===== config.mk =====
export PLATFORM = sky130hd
export DESIGN_NAME = apm_cfg_regs
export DESIGN_NICKNAME = d
export VERILOG_FILES = /design/src/apm_pkg.sv /design/src/apm_cfg_regs.sv
export SDC_FILE = /design/constraint.sdc
export NUM_CORES = 1
export LEC_CHECK = 0
export BUFFER_PORTS_ARGS = -buffer_cell sky130_fd_sc_hd__clkbuf_2
export CORE_MARGIN = 5
export CORE_UTILIZATION = 45
export CTS_CLUSTER_DIAMETER = 40
export DETAILED_ROUTE_END_ITERATION = 6
export PLACE_DENSITY = 0.8
export SYNTH_ARGS = -nofsm -noshare
export SYNTH_HDL_FRONTEND = slang
export SYNTH_SLANG_ARGS = --single-unit

===== constraint.sdc =====
create_clock -name clk -period 2.9 [get_ports clk]
set_input_delay 0 -clock clk [delete_from_list [all_inputs] [get_ports clk]]
set_output_delay 0 -clock clk [all_outputs]
set_load 0.01 [all_outputs]

===== src/apm_pkg.sv =====
package apm_pkg;

  // Configuration register indexes
  typedef enum logic [2:0] {
    REG_ALT_SETPOINT  = 3'd0,
    REG_ALT_P_GAIN    = 3'd1,
    REG_ALT_D_GAIN    = 3'd2,
    REG_ALT_I_GAIN    = 3'd3,
    REG_GRAVITY_FF    = 3'd4,
    REG_TILT_P_GAIN   = 3'd5,
    REG_TILT_D_GAIN   = 3'd6,
    REG_SERVO_LIMIT   = 3'd7
  } reg_idx_t;

  // Register reset values
  localparam logic [31:0] RST_ALT_SETPOINT  = 32'd131072;
  localparam logic [31:0] RST_ALT_P_GAIN    = 32'd32768;
  localparam logic [31:0] RST_ALT_D_GAIN    = 32'd1310720;
  localparam logic [31:0] RST_ALT_I_GAIN    = 32'd66;
  localparam logic [31:0] RST_GRAVITY_FF    = 32'd1376256;
  localparam logic [31:0] RST_TILT_P_GAIN   = 32'd6554;
  localparam logic [31:0] RST_TILT_D_GAIN   = 32'd13107;
  localparam logic [30:0] RST_SERVO_LIMIT   = 31'd17157;

  // Fixed yaw gains, unsigned Q16.16
  localparam logic [31:0] TORQUE_P_GAIN = 32'd3277;
  localparam logic [31:0] TORQUE_D_GAIN = 32'd328;

  // Integrator limits
  localparam logic signed [47:0] ISUM_MAX = 48'sh7FFF_FFFF_FFFF;
  localparam logic signed [47:0] ISUM_MIN = 48'sh8000_0000_0000;

  // Product term clamp, +/- 2^60
  localparam logic signed [64:0] TERM_CAP   = 65'sh0_1000_0000_0000_0000;
  localparam logic signed [64:0] TERM_FLOOR = -TERM_CAP;

  typedef struct packed {
    logic signed [31:0] alt_setpoint;
    logic        [31:0] alt_p_gain;
    logic        [31:0] alt_d_gain;
    logic        [31:0] alt_i_gain;
    logic signed [31:0] gravity_ff;
    logic        [31:0] tilt_p_gain;
    logic        [31:0] tilt_d_gain;
    logic        [30:0] servo_limit;
  } cfg_t;

  typedef struct packed {
    logic signed [31:0] altitude;
    logic signed [31:0] quat_x;
    logic signed [31:0] quat_y;
    logic signed [31:0] quat_z;
  } sample_t;

  // Multiplier operands
  typedef struct packed {
    logic signed [32:0] err;
    logic signed [32:0] dalt;
    logic signed [47:0] esum;
    logic signed [32:0] nqx;
    logic signed [32:0] dqx;
    logic signed [32:0] nqy;
    logic signed [32:0] dqy;
    logic signed [32:0] nqz;
    logic signed [32:0] dqz;
  } ops_t;

  // Exact products; the integrator product is split in two partials
  typedef struct packed {
    logic signed [65:0] err;
    logic signed [65:0] dalt;
    logic signed [56:0] int_hi;
    logic        [55:0] int_lo;
    logic signed [65:0] nqx;
    logic signed [65:0] dqx;
    logic signed [65:0] nqy;
    logic signed [65:0] dqy;
    logic signed [65:0] nqz;
    logic signed [65:0] dqz;
  } prod_t;

  // Scaled and clamped terms
  typedef struct packed {
    logic signed [61:0] err;
    logic signed [61:0] dalt;
    logic signed [61:0] integ;
    logic signed [61:0] nqx;
    logic signed [61:0] dqx;
    logic signed [61:0] nqy;
    logic signed [61:0] dqy;
    logic signed [61:0] nqz;
    logic signed [61:0] dqz;
  } term_t;

  typedef struct packed {
    logic signed [31:0] servo_a;
    logic signed [31:0] servo_b;
    logic signed [31:0] top_rotor;
    logic signed [31:0] bottom_rotor;
  } result_t;

  // Floor-scale a 33 by 33 product by 2^-16; magnitude stays far below the clamp
  function automatic logic signed [61:0] prod_term(input logic signed [65:0] p);
    logic signed [65:0] s;
    s = p >>> 16;
    return s[61:0];
  endfunction

  // Join the integrator partials, floor-scale by 2^-16 and clamp to +/- 2^60
  function automatic logic signed [61:0] int_term(input logic signed [56:0] hi,
                                                  input logic        [55:0] lo);
    logic signed [80:0] full;
    logic signed [64:0] q;
    full = ($signed({{24{hi[56]}}, hi}) <<< 24) + $signed({25'd0, lo});
    q = full[80:16];
    if (q > TERM_CAP) begin
      q = TERM_CAP;
    end else if (q < TERM_FLOOR) begin
      q = TERM_FLOOR;
    end
    return q[61:0];
  endfunction

endpackage


===== src/apm_cfg_regs.sv =====
module apm_cfg_regs (
  input  logic               clk,
  input  logic               rst_n,
  input  logic               cfg_we,
  input  logic [2:0]         cfg_addr,
  input  logic [31:0]        cfg_wdata,
  output apm_pkg::cfg_t      cfg
);

  apm_pkg::cfg_t cfg_r;

  // Write one register per enabled cycle
  always_ff @(posedge clk) begin
    if (!rst_n) begin
      cfg_r.alt_setpoint  <= apm_pkg::RST_ALT_SETPOINT;
      cfg_r.alt_p_gain    <= apm_pkg::RST_ALT_P_GAIN;
      cfg_r.alt_d_gain    <= apm_pkg::RST_ALT_D_GAIN;
      cfg_r.alt_i_gain    <= apm_pkg::RST_ALT_I_GAIN;
      cfg_r.gravity_ff    <= apm_pkg::RST_GRAVITY_FF;
      cfg_r.tilt_p_gain   <= apm_pkg::RST_TILT_P_GAIN;
      cfg_r.tilt_d_gain   <= apm_pkg::RST_TILT_D_GAIN;
      cfg_r.servo_limit   <= apm_pkg::RST_SERVO_LIMIT;
    end else if (cfg_we) begin
      case (apm_pkg::reg_idx_t'(cfg_addr))
        apm_pkg::REG_ALT_SETPOINT:  cfg_r.alt_setpoint  <= cfg_wdata;
        apm_pkg::REG_ALT_P_GAIN:    cfg_r.alt_p_gain    <= cfg_wdata;
        apm_pkg::REG_ALT_D_GAIN:    cfg_r.alt_d_gain    <= cfg_wdata;
        apm_pkg::REG_ALT_I_GAIN:    cfg_r.alt_i_gain    <= cfg_wdata;
        apm_pkg::REG_GRAVITY_FF:    cfg_r.gravity_ff    <= cfg_wdata;
        apm_pkg::REG_TILT_P_GAIN:   cfg_r.tilt_p_gain   <= cfg_wdata;
        apm_pkg::REG_TILT_D_GAIN:   cfg_r.tilt_d_gain   <= cfg_wdata;
        apm_pkg::REG_SERVO_LIMIT:   cfg_r.servo_limit   <= cfg_wdata[30:0];
        default: ;
      endcase
    end
  end

  assign cfg = cfg_r;

endmodule


* Yosys cells after proc, flatten, opt, wreduce, memory -nomap -nowiden
Cells that the tools add are included.
** Operators by class
- Equality and inequality tests :: 7
- Reductions and logical operators :: 9
** Operator list (number)
- $reduce_and A2 Y1 :: 8
- $eq A3 B3 Y1 const B :: 4
- $eq A3 B2 Y1 const B :: 2
- $eq A3 B1 Y1 const B :: 1
- $logic_not A3 Y1 :: 1
** Word-level totals
- Register bits :: 255
- Input port bits :: 38
- Output and inout bits :: 255

* Longest topological paths before layout
- Depth after elaboration :: 2
- Mapped depth :: 5

* Least setup slack after synthesis
No wires, ideal clock.
- Kind :: in2reg
- Start :: in cfg_addr[1]
- End :: reg cfg_r, in the netlist cfg[233]
- Setup time :: 73 ps
- Arrival :: 923 ps
- Path slack :: 1904 ps
- Cell stages on the path :: 4
- Buffers on the path :: 2
- Cells stage by stage :: buf_6 -> nor4b_4 -> buf_6 -> mux2i_1
** Between the ends
- Word-level cells in the longest chain between the ends :: 2
** Ends and longest elaborated chain
- start, declared :: line apm_cfg_regs.sv:5 : input logic [2:0] cfg_addr,
- $logic_not A3 Y1 :: line apm_cfg_regs.sv:24 : case (apm_pkg::reg_idx_t'(cfg_addr))
- $reduce_and A2 Y1 (no line)
- end, declared :: line apm_cfg_regs.sv:10 : apm_pkg::cfg_t cfg_r;
No other way between the ends.
A chain may end at the register's enable or synchronous reset.

* Final worst setup path
- Start :: in cfg_addr[1]
- End :: reg cfg_r, in the netlist cfg[118]
** Between the ends
- Word-level cells in the longest chain between the ends :: 2
** Ends and longest elaborated chain (line)
- $eq A3 B3 Y1 :: apm_cfg_regs.sv:24
- $reduce_and A2 Y1 (no line)
No other way between the ends.

==> impl_metrics.tcl <==
set metrics [dict create \
    cts.sinks 255 \
    grt_max_degree 88 \
    cts_made_buffers 34 \
    tightestPinTransition_ns 0.9258 \
    grt_pass1_wl_um 41630 \
    yosys_register_bits 255 \
    maxCapViolations 0 \
    fill_cells 1708 \
    ir_drop_v 0.0003985 \
    post_cts_resized 0 \
    antennaDiodeCount 0 \
    first_global_vias 7760 \
    hold_viol_final 0 \
    rr_startpoint "cfg[240]" \
    clock-skew-final_ns 0 \
    clk_pin_slew_ns 0.06 \
    cts_tree "built" \
    routed_via_density 4.936 \
    critPathBufInv 1 \
    slew_headroom 0.3814 \
    post-cts-setup-buffers 0 \
    yosys_warnings 0 \
    largest_reg_flops 255 \
    cp.depth 3 \
    status "complete, no violations" \
    hold_ws_ns 0.03460 \
    powerDensity_mw_per_mm2 680.1 \
    die_h_um 155.0 \
    hold_depth 3 \
    cts_root_buf "clkbuf_16" \
    start_util 0.4527 \
    cts.htree.levels 2 \
    drtIter0Drc 290 \
    rows 53 \
    avgRoutedWirePerCell_um 17.53 \
    power_mw 8.587 \
    drv_slew 0 \
    fmax_mhz 873.2 \
    place_area_mm2 0.01108 \
    crit_chain "clkbuf_2 -> nand4bb_4 -> mux2i_1" \
    dieArea_mm2 0.02401 \
    post-dp-hpwl_um 18290 \
    postRouteAntennaNets 0 \
    yosysSeqAreaShare 0.5398 \
    drive_above_1_share 0.3001 \
    core_mm2 0.02089 \
    startpoint_type "input pin" \
    path_delay_family "simple AND/OR/NAND/NOR gates" \
    layout_commonest_cell "clkbuf_2" \
    critPathMaxStageDelay_ns 0.90 \
    netlist_area_mm2 0.009457 \
    syn_nets 933 \
    io_pins 293 \
    fin_tns_setup_ns 0 \
    crit_required_ns 3.29 \
    reg2reg_slack_ns 2.23 \
    worst_setup_path_end_kind "flip-flop" \
    netlist-cell-type-count 17 \
    design_area_mm2 0.01263 \
    p_leak_nw 6.394 \
    finalCoreUtilization 0.6044 \
    period_minus_slack_ns 1.145 \
    areaGrowthSynthToFinish_pct 33.51 \
    syn_inst 895 \
    final_min_period_over_clock_period 0.3949 \
    cp_slowest_cell "nand4bb_4" \
    final_cell_mix "291 x clkbuf_2, 258 x nand2_1, 255 x mux2i_1, 255 x dfxtp_1, 48 x nor2b_1" \
    vias 7444 \
    cp.arrival_ns 1.54 \
    crit_type "input pin to flip-flop" \
    die_x_um 155.0 \
    firstDrtPassIters 4 \
    drc 0 \
    worstSetupStartpoint "cfg_addr[1]" \
    critPathMaxFanout 32 \
    gp_congestion 0.8054 \
    final_nets 1245 \
    portBuffers 292 \
    grt_overflow 0 \
    grtUsageTotal 0.2139 \
    clkLatencyLatePin_ns 0.49 \
    hp-start "cfg_wdata[19]" \
    postSynthAreaPerCell_um2 10.57 \
    rsz0062_at_grt "no" \
    finalWirelength_um 26430 \
    setup_viol 0 \
    hold_buffers 31 \
    worst_hold_path_type "input pin to flip-flop" \
    clock_path_buffers 3 \
    antenna_found_initial 0 \
    reg2reg_depth 2 \
]
metal layers:
layer,track usage,up-vias,wire [µm]
li1,-,3594,-
met1,0.2537,3527,10860
met2,0.3659,254,12700
met3,0.06008,69,1942
met4,0.08621,0,933
met5,0,-,0
worst paths after layout:
kind,endpoint
worst max-delay path,cfg[118]
worst min-delay path,cfg[242]
worst max register to register,cfg[240]
worst min register to register,cfg[42]
tightest hold or removal path: cells and delay by family:
kind	cells	cell delay (ns)
buffers and inverters	1	0.08
muxes	1	0.12
and+or+nand+nor	1	0.27
metrics by stage:
stage	setup WS, ns	cells
6_report	1.755	1508
5_1_grt	1.669	1508
4_1_cts	1.752	1508
3_5_place_dp	1.229	1415
3_3_place_gp	1.350	1415
2_1_floorplan	1.904	895
cell families (layout without fill, tap and decap cells):
| logic type | count (synthesis) | count (layout) | synth area share |
|---|---|---|---|
| buffers and inverters | 66 | 404 | 0.04102 |
| flip-flops | 255 | 255 | 0.5398 |
| multiplexers | 255 | 255 | 0.2699 |
| AND/OR/NAND/NOR | 319 | 319 | 0.1492 |
cells in the mapped netlist (all sizes together):
| master | number | area (µm²) |
|---|---|---|
| and4bb | 2 | 25.02 |
| dfxtp | 255 | 5105 |
| and4 | 1 | 8.760 |
| nor4b | 1 | 23.77 |
| nand4b | 3 | 26.28 |
| nor2b | 48 | 300.3 |
| mux2i | 255 | 2552 |
| nand4bb | 2 | 22.52 |
| clkbuf | 26 | 97.59 |
| and4b | 3 | 30.03 |
| nand2 | 258 | 968.4 |
| nand4 | 1 | 6.260 |
| buf | 40 | 290.3 |
area by class of cell:
| cell class | instances | area, µm² | area share |
|---|---|---|---|
| Tap cell | 275 | 344.1 | 0.02725 |
| Multi-Input combinational cell | 574 | 3996 | 0.3165 |
| Sequential cell | 255 | 5105 | 0.4043 |
| Clock inverter | 14 | 225.2 | 0.01784 |
| Timing Repair Buffer | 342 | 1948 | 0.1543 |
| Clock buffer | 48 | 1007 | 0.07977 |
power by group:
part / switching [mW] / internal (mW)
clock: 1.55 / 2.90
combinational: 0.309 / 0.209
sequential: 0.0439 / 3.58
Note: power is estimated with default switching activity, not from simulation.
