[src/apm_pkg.sv]
package apm_pkg;

  // Configuration register indexes
  typedef enum logic [2:0] {
    REG_ALT_SETPOINT  = 3'd0,
    REG_ALT_P_GAIN    = 3'd1,
    REG_ALT_D_GAIN    = 3'd2,
    REG_ALT_I_GAIN    = 3'd3,
    REG_GRAVITY_FF    = 3'd4,
    REG_TILT_P_GAIN   = 3'd5,
    REG_TILT_D_GAIN   = 3'd6,
    REG_SERVO_LIMIT   = 3'd7
  } reg_idx_t;

  // Register reset values
  localparam logic [31:0] RST_ALT_SETPOINT  = 32'd131072;
  localparam logic [31:0] RST_ALT_P_GAIN    = 32'd32768;
  localparam logic [31:0] RST_ALT_D_GAIN    = 32'd1310720;
  localparam logic [31:0] RST_ALT_I_GAIN    = 32'd66;
  localparam logic [31:0] RST_GRAVITY_FF    = 32'd1376256;
  localparam logic [31:0] RST_TILT_P_GAIN   = 32'd6554;
  localparam logic [31:0] RST_TILT_D_GAIN   = 32'd13107;
  localparam logic [30:0] RST_SERVO_LIMIT   = 31'd17157;

  // Fixed yaw gains, unsigned Q16.16
  localparam logic [31:0] TORQUE_P_GAIN = 32'd3277;
  localparam logic [31:0] TORQUE_D_GAIN = 32'd328;

  // Integrator limits
  localparam logic signed [47:0] ISUM_MAX = 48'sh7FFF_FFFF_FFFF;
  localparam logic signed [47:0] ISUM_MIN = 48'sh8000_0000_0000;

  // Product term clamp, +/- 2^60
  localparam logic signed [64:0] TERM_CAP   = 65'sh0_1000_0000_0000_0000;
  localparam logic signed [64:0] TERM_FLOOR = -TERM_CAP;

  typedef struct packed {
    logic signed [31:0] alt_setpoint;
    logic        [31:0] alt_p_gain;
    logic        [31:0] alt_d_gain;
    logic        [31:0] alt_i_gain;
    logic signed [31:0] gravity_ff;
    logic        [31:0] tilt_p_gain;
    logic        [31:0] tilt_d_gain;
    logic        [30:0] servo_limit;
  } cfg_t;

  typedef struct packed {
    logic signed [31:0] altitude;
    logic signed [31:0] quat_x;
    logic signed [31:0] quat_y;
    logic signed [31:0] quat_z;
  } sample_t;

  // Multiplier operands
  typedef struct packed {
    logic signed [32:0] err;
    logic signed [32:0] dalt;
    logic signed [47:0] esum;
    logic signed [32:0] nqx;
    logic signed [32:0] dqx;
    logic signed [32:0] nqy;
    logic signed [32:0] dqy;
    logic signed [32:0] nqz;
    logic signed [32:0] dqz;
  } ops_t;

  // Exact products; the integrator product is split in two partials
  typedef struct packed {
    logic signed [65:0] err;
    logic signed [65:0] dalt;
    logic signed [56:0] int_hi;
    logic        [55:0] int_lo;
    logic signed [65:0] nqx;
    logic signed [65:0] dqx;
    logic signed [65:0] nqy;
    logic signed [65:0] dqy;
    logic signed [65:0] nqz;
    logic signed [65:0] dqz;
  } prod_t;

  // Scaled and clamped terms
  typedef struct packed {
    logic signed [61:0] err;
    logic signed [61:0] dalt;
    logic signed [61:0] integ;
    logic signed [61:0] nqx;
    logic signed [61:0] dqx;
    logic signed [61:0] nqy;
    logic signed [61:0] dqy;
    logic signed [61:0] nqz;
    logic signed [61:0] dqz;
  } term_t;

  typedef struct packed {
    logic signed [31:0] servo_a;
    logic signed [31:0] servo_b;
    logic signed [31:0] top_rotor;
    logic signed [31:0] bottom_rotor;
  } result_t;

  // Floor-scale a 33 by 33 product by 2^-16; magnitude stays far below the clamp
  function automatic logic signed [61:0] prod_term(input logic signed [65:0] p);
    logic signed [65:0] s;
    s = p >>> 16;
    return s[61:0];
  endfunction

  // Join the integrator partials, floor-scale by 2^-16 and clamp to +/- 2^60
  function automatic logic signed [61:0] int_term(input logic signed [56:0] hi,
                                                  input logic        [55:0] lo);
    logic signed [80:0] full;
    logic signed [64:0] q;
    full = ($signed({{24{hi[56]}}, hi}) <<< 24) + $signed({25'd0, lo});
    q = full[80:16];
    if (q > TERM_CAP) begin
      q = TERM_CAP;
    end else if (q < TERM_FLOOR) begin
      q = TERM_FLOOR;
    end
    return q[61:0];
  endfunction

endpackage

[src/apm_mix.sv]
module apm_mix (
  input  logic                 clk,
  input  logic                 rst_n,
  input  apm_pkg::cfg_t        cfg,
  input  logic                 up_valid,
  output logic                 up_ready,
  input  apm_pkg::term_t       up_data,
  output logic                 dn_valid,
  input  logic                 dn_ready,
  output apm_pkg::result_t     dn_data
);

  localparam logic signed [63:0] OUT_MAX = 64'sh0000_0000_7FFF_FFFF;
  localparam logic signed [63:0] OUT_MIN = 64'shFFFF_FFFF_8000_0000;

  logic               sum_valid_r, out_valid_r;
  logic               sum_ready, out_ready;
  logic signed [63:0] thrust_r, torque_r;
  logic signed [31:0] servo_a_r, servo_b_r;
  logic signed [63:0] thrust_nxt, torque_nxt, sa_sum, sb_sum, lim_pos, lim_neg;
  logic signed [31:0] servo_a_nxt, servo_b_nxt;
  logic signed [64:0] top_sum, bot_sum;
  logic signed [63:0] top_half, bot_half;
  apm_pkg::result_t   out_r;
  logic signed [31:0] top_nxt, bot_nxt;

  function automatic logic signed [63:0] sx62(input logic signed [61:0] v);
    return $signed({{2{v[61]}}, v});
  endfunction

  function automatic logic signed [31:0] sat32(input logic signed [63:0] v);
    if (v > OUT_MAX) begin
      return OUT_MAX[31:0];
    end else if (v < OUT_MIN) begin
      return OUT_MIN[31:0];
    end
    return v[31:0];
  endfunction

  assign out_ready = !out_valid_r || dn_ready;
  assign sum_ready = !sum_valid_r || out_ready;
  assign up_ready  = sum_ready;

  // Valid chain
  always_ff @(posedge clk) begin
    if (!rst_n) begin
      sum_valid_r <= 1'b0;
      out_valid_r <= 1'b0;
    end else begin
      if (sum_ready) begin
        sum_valid_r <= up_valid;
      end
      if (out_ready) begin
        out_valid_r <= sum_valid_r;
      end
    end
  end

  // Sum terms, clamp servos to the limit
  always_comb begin
    thrust_nxt = $signed({{32{cfg.gravity_ff[31]}}, cfg.gravity_ff})
               + sx62(up_data.err) + sx62(up_data.dalt) + sx62(up_data.integ);
    torque_nxt = sx62(up_data.nqz) + sx62(up_data.dqz);
    sa_sum     = sx62(up_data.nqy) + sx62(up_data.dqy);
    sb_sum     = sx62(up_data.nqx) + sx62(up_data.dqx);
    lim_pos    = $signed({33'd0, cfg.servo_limit});
    lim_neg    = -lim_pos;
    if (sa_sum > lim_pos) begin
      servo_a_nxt = lim_pos[31:0];
    end else if (sa_sum < lim_neg) begin
      servo_a_nxt = lim_neg[31:0];
    end else begin
      servo_a_nxt = sa_sum[31:0];
    end
    if (sb_sum > lim_pos) begin
      servo_b_nxt = lim_pos[31:0];
    end else if (sb_sum < lim_neg) begin
      servo_b_nxt = lim_neg[31:0];
    end else begin
      servo_b_nxt = sb_sum[31:0];
    end
  end

  always_ff @(posedge clk) begin
    if (sum_ready && up_valid) begin
      thrust_r  <= thrust_nxt;
      torque_r  <= torque_nxt;
      servo_a_r <= servo_a_nxt;
      servo_b_r <= servo_b_nxt;
    end
  end

  // Mix rotors: floor half of thrust +/- torque, saturate to 32 bits
  always_comb begin
    top_sum  = $signed({thrust_r[63], thrust_r}) + $signed({torque_r[63], torque_r});
    bot_sum  = $signed({thrust_r[63], thrust_r}) - $signed({torque_r[63], torque_r});
    top_half = top_sum[64:1];
    bot_half = bot_sum[64:1];
    top_nxt  = sat32(top_half);
    bot_nxt  = sat32(bot_half);
  end

  always_ff @(posedge clk) begin
    if (out_ready && sum_valid_r) begin
      out_r.servo_a      <= servo_a_r;
      out_r.servo_b      <= servo_b_r;
      out_r.top_rotor    <= top_nxt;
      out_r.bottom_rotor <= bot_nxt;
    end
  end

  assign dn_valid = out_valid_r;
  assign dn_data  = out_r;

endmodule

[config.mk]
export PLATFORM = sky130hd
export DESIGN_NAME = apm_mix
export DESIGN_NICKNAME = d
export VERILOG_FILES = /design/src/apm_pkg.sv /design/src/apm_mix.sv
export SDC_FILE = /design/constraint.sdc
export NUM_CORES = 2
export LEC_CHECK = 0
export ABC_AREA = 1
export BUFFER_PORTS_ARGS = -buffer_cell sky130_fd_sc_hd__clkbuf_2
export CAP_MARGIN = 0
export CORE_ASPECT_RATIO = 1.1
export CORE_MARGIN = 10
export CORE_UTILIZATION = 30
export CTS_CLUSTER_SIZE = 8
export DETAILED_ROUTE_END_ITERATION = 10
export SYNTH_ARGS = -nofsm -noshare
export SYNTH_HDL_FRONTEND = slang
export SYNTH_SLANG_ARGS = --single-unit
[constraint.sdc]
create_clock -name clk -period 27.3 [get_ports clk]
set_input_delay 6.825 -clock clk [delete_from_list [all_inputs] [get_ports clk]]
set_output_delay 6.825 -clock clk [all_outputs]
set_load 0.01 [all_outputs]
Yosys cells after proc, flatten, opt, wreduce, memory -nomap -nowiden --
Cells that the tools add are included.
Storage, ports and cells: output and inout bits 130, register bits after elaboration 321, bits of input ports 817
Cells by class: $lt $le $gt $ge 8, reduce and logical (&&, ||, !) cells 6, add/subtract/negate cells 9, muxes and demuxes 14
Operator list (count):
- two-way mux 32 bit | 8
- adder 62 x 62 -> 63 bit | 3
- > comparator 64 x 32 -> 1 bit (second input constant) | 2
- less-than comparator 63 x 64 -> 1 bit | 2
- less-than comparator 64 x 32 -> 1 bit (second input constant) | 2
- > comparator 63 x 32 -> 1 bit | 2
- adder 64 x 63 -> 65 bit | 1
- subtractor 64 x 63 -> 65 bit | 1
- adder 63 x 62 -> 64 bit | 1
- adder 64 x 62 -> 64 bit | 1
- negation 31 -> 64 bit | 1
- adder 32 x 62 -> 63 bit | 1
- two-way mux 31 bit | 2
- two-way mux 1 bit | 4
- logical AND 1 bit | 2
- logical NOT 1 bit | 2
- logical OR 1 bit | 2

Depth between registers and ports, before layout --
depth in word-level cells 5, depth in mapped cells 34

Worst setup path after synthesis --
No wires, ideal clock.
kind input-to-output, start point in dn_ready, end point out up_ready, arrival 7028 ps, stages on the path 2, required time 20475 ps, setup slack 13447 ps, cells stage by stage inv_1 -> nand3_1
Between the ends: longest elaborated chain between the ends 2
Ends and longest elaborated chain:
- from (decl) | line apm_mix.sv:9 | input logic dn_ready,
- logical OR 1 bit | line apm_mix.sv:40 | assign out_ready = !out_valid_r || dn_ready;
- logical OR 1 bit | line apm_mix.sv:41 | assign sum_ready = !sum_valid_r || out_ready;
- to (decl) | line apm_mix.sv:6 | output logic up_ready,
Every way passes these cells.

Worst setup path after layout --
Same ends and word-level chain as after synthesis.

==> Implementation_results.wiki <==
{| class="wikitable"
! Metric !! Value
|-
| Library cell used as clock root buffer || sky130_fd_sc_hd__clkbuf_16
|-
| Num CTS Buffers || 48
|-
| Setup total negative slack || 0 ns
|-
| Count of hold buffers inserted by post-cts repair || 0
|-
| Post-route clock skew || 0.0338 ns
|-
| Arrival time at the worst endpoint || 7.33 ns
|-
| Setup Slack @ Placement || 13.14 ns
|-
| Fin crit period || 14.16 ns
|-
| Part of the total power dissipated in combinational logic || 71.0%
|-
| Number of buffers inserted by post-CTS setup repair || 0
|-
| # placed instances || 11500
|-
| Routability congestion estimate || 1.01
|-
| Tightest slew margin relative to the limit || 16.7%
|-
| Post-detailed-route wirelength per cell || 22.2 um
|-
| Top cell by count, worst path || sky130_fd_sc_hd__clkbuf_2
|-
| Area contributors post-synth || sky130_fd_sc_hd__nand2_1 (21%), sky130_fd_sc_hd__edfxtp_1 (18%), sky130_fd_sc_hd__ha_1 (13%), sky130_fd_sc_hd__inv_1 (11%), sky130_fd_sc_hd__nor2_1 (5.2%)
|-
| DRC || 0
|-
| Initial DRC Count || 5433
|-
| Depth of the critical timing path with buffers and inverters included || 4
|-
| Area of the mapped netlist || 0.0529 mm2
|-
| Total GRT Usage || 25.6%
|-
| Data required time at the worst endpoint || 20.48 ns
|-
| Area of the core || 0.175 mm2
|-
| Achievable frequency || 70.6 MHz
|-
| Instance count along the most critical hold path || 0
|-
| Max capacitance violation total || 0
|-
| Die outline width || 420 um
|-
| CTS clk-pin slew, worst paths || 0.06 ns
|-
| Cell leakage power || 32.9 nW
|-
| HPWL after DPL || 229000 um
|-
| Cell with the largest stage delay on the worst path || sky130_fd_sc_hd__clkbuf_2
|-
| Ratio of routed vias to standard cells || 4.96
|-
| Fraction of registers with async set or reset after synthesis || 0%
|-
| Net Count, Synth || 10100
|-
| Signed area change from the synthesized netlist to the final layout || 14.0%
|-
| Effective utilization at floorplan || 30.2%
|-
| Overall die height || 460 um
|-
| Yosys top cell area share || 21.0%
|-
| Number of nets in the layout || 10800
|-
| Most frequent cells after synthesis || sky130_fd_sc_hd__nand2_1 (2961), sky130_fd_sc_hd__inv_1 (1577), sky130_fd_sc_hd__nor2_1 (731)
|-
| Synthesis warning total || 0
|-
| Post-Layout Inst Area || 0.0603 mm2
|-
| Post-synthesis instance total || 8605
|-
| Power per cell area || 79.6 mW/mm2
|-
| Switching Share || 56.9%
|-
| Maximum clock insertion buffer count || 3
|-
| Final WL || 258000 um
|-
| CP Cell Sequence || clkbuf_2 > inv_1 > nand3_1 > clkbuf_2
|-
| CTS tree || yes
|-
| Buffers on Ports || 754
|-
| Worst setup slack after layout || 13.14 ns
|-
| Hold violation total from the final report || 0
|-
| Max Slew Vio Count || 0
|-
| Post-route non-filler standard cell count || 11600
|-
| Number of resized instances in the post-cts repair step || 0
|-
| Sequential share of power || 17.4%
|-
| Largest net degree at the start of global routing || 77
|-
| GRT Residual Overflow || 0
|-
| Total buffers and inverters traversed by the critical path || 3
|-
| Final cycle utilization of the critical path || 51.9%
|-
| ANT nets after route || 0
|-
| Nature of the critical path startpoint || input port
|-
| I/O Pins || 947
|-
| Initial DRT Pass Iterations || 6
|-
| Cell area after placement || 0.0589 mm2
|-
| Clock Sinks || 321
|-
| R2R Setup Slk || 22.81 ns
|-
| Vias in the first global route || 55800
|-
| HP Class || register to register
|-
| Post-synth top flop || sky130_fd_sc_hd__edfxtp_1
|-
| Type of the worst setup path || input port to output port
|-
| Status || finished clean
|-
| Via Count || 57600
|-
| Fraction of the yosys area taken by sequential cells || 18.2%
|-
| Worst hold margin || 0.395 ns
|-
| Total power draw || 4.80 mW
|-
| Transition time at the pin with the least slew margin || 1.25 ns
|-
| Die ar. || 0.194 mm2
|-
| Syn avg cell area || 6.15 um2
|-
| CTS H-tree depth || 2
|-
| Final core utilization || 34.4%
|-
| Total setup violations reported at the end of the flow || 0
|-
| Number of flops mapped to enable cells by yosys || 319
|-
| Most frequent cell after synthesis || sky130_fd_sc_hd__nand2_1
|-
| Global-route wire length before repair || 368000 um
|-
| Internal power || 2.07 mW
|-
| Layout cells sized above 1 || 11.1%
|-
| Worst IR drop on VDD || 0.0000519 V
|-
| Unrepaired setup endpoints after global routing || false
|-
| Later-pin clock latency in the skew report || 0.64 ns
|-
| Largest incremental delay on the critical path || 0.17 ns
|-
| Crit path max-delay family || buffers and inverters
|-
| Std cell rows || 161
|-
| Number of antenna violations at the first check in global routing || 20
|-
| Maximum fanout along the worst path || 3
|-
| R2r worst-path depth || 19
|-
| Post-synthesis cell type count || 59
|-
| Relative contribution of the clock network to total power || 11.6%
|-
| Switching power || 2.73 mW
|-
| Synth Register Bits || 321
|-
| Type of element capturing the critical path || output port
|-
| Top cell type by total area after synthesis || sky130_fd_sc_hd__nand2_1
|}
## path summary, 6_finish.rpt
check | startpoint | endpoint
worst max-delay path | dn_ready | up_ready
worst min-delay path | servo_a_r[25]$_DFFE_PP_ | dn_data[121]$_DFFE_PP_
worst max register to register | torque_r[24]$_DFFE_PP_ | dn_data[12]$_DFFE_PP_
worst min register to register | servo_a_r[25]$_DFFE_PP_ | dn_data[121]$_DFFE_PP_
## registers in the layout (all words and copies together), names as in the netlist
register     flops
sum_valid_r      1
torque_r        63
dn_data        128
servo_a_r       32
thrust_r        64
servo_b_r       32
dn_valid         1
## routing by layer
| metal | global-route usage (%) | share of wire [%] | vias to the layer above |
|---|---|---|---|
| li1 | - | - | 28600 |
| met1 | 32.7 | 43 | 26500 |
| met2 | 42.3 | 45 | 2110 |
| met3 | 3.21 | 6.1 | 385 |
| met4 | 12.6 | 5.7 | 10 |
| met5 | 0 | 0.029 | - |
## layout by cell type (no fill, tap or decap), types with 23 or more instances in the layout
master                      count
sky130_fd_sc_hd__o21a_1        25
sky130_fd_sc_hd__nand2_1     2961
sky130_fd_sc_hd__edfxtp_1     319
sky130_fd_sc_hd__nor2_2        73
sky130_fd_sc_hd__a21oi_1      493
sky130_fd_sc_hd__nand4_1      134
sky130_fd_sc_hd__nand2_2       42
sky130_fd_sc_hd__a31oi_1       40
sky130_fd_sc_hd__nor4_1        41
sky130_fd_sc_hd__nor3_1        72
sky130_fd_sc_hd__nand3_1      542
sky130_fd_sc_hd__nor2_1       731
sky130_fd_sc_hd__o21ai_0      212
sky130_fd_sc_hd__a21o_1        23
sky130_fd_sc_hd__inv_2         34
sky130_fd_sc_hd__clkbuf_2     754
sky130_fd_sc_hd__clkbuf_16     48
sky130_fd_sc_hd__inv_1       1576
sky130_fd_sc_hd__xnor2_1       48
sky130_fd_sc_hd__ha_1         565
sky130_fd_sc_hd__fa_1         130
sky130_fd_sc_hd__o21bai_1      31
sky130_fd_sc_hd__xor2_1       208
## area by class of cell
class | count | area, um2
inverter | 1617 | 6080
clock buffer | 63 | 1260
antenna | 12 | 30.0
tap | 2282 | 2860
sequential | 321 | 9620
multi-input combinational | 6543 | 36500
timing repair buffer | 770 | 3890
fill | 19600 | 115000
clock inverter | 10 | 124
## cell families (layout without fill, tap and decap cells)
group | count (synthesis) | count (layout) | synth area share (%)
fa+ha+maj | 695 | 695 | 18.3
simple gates | 4704 | 4704 | 37.2
flops | 321 | 321 | 18.2
other cells | 0 | 12 | 0
xor+xnor | 257 | 257 | 4.27
compound gates | 887 | 887 | 9.15
buf+inv | 1741 | 2460 | 12.9
## power by group through the flow
stage          Clock [mW]  Sequential (mW)  Combinational [mW]
2_1_floorplan           0            0.840                2.17
3_3_place_gp            0            0.842                3.35
3_5_place_dp            0            0.846                3.35
4_1_cts             0.569            0.838                3.37
5_1_grt             0.589            0.848                3.75
6_report            0.555            0.835                3.41
Power figures use the tool's default switching activity.
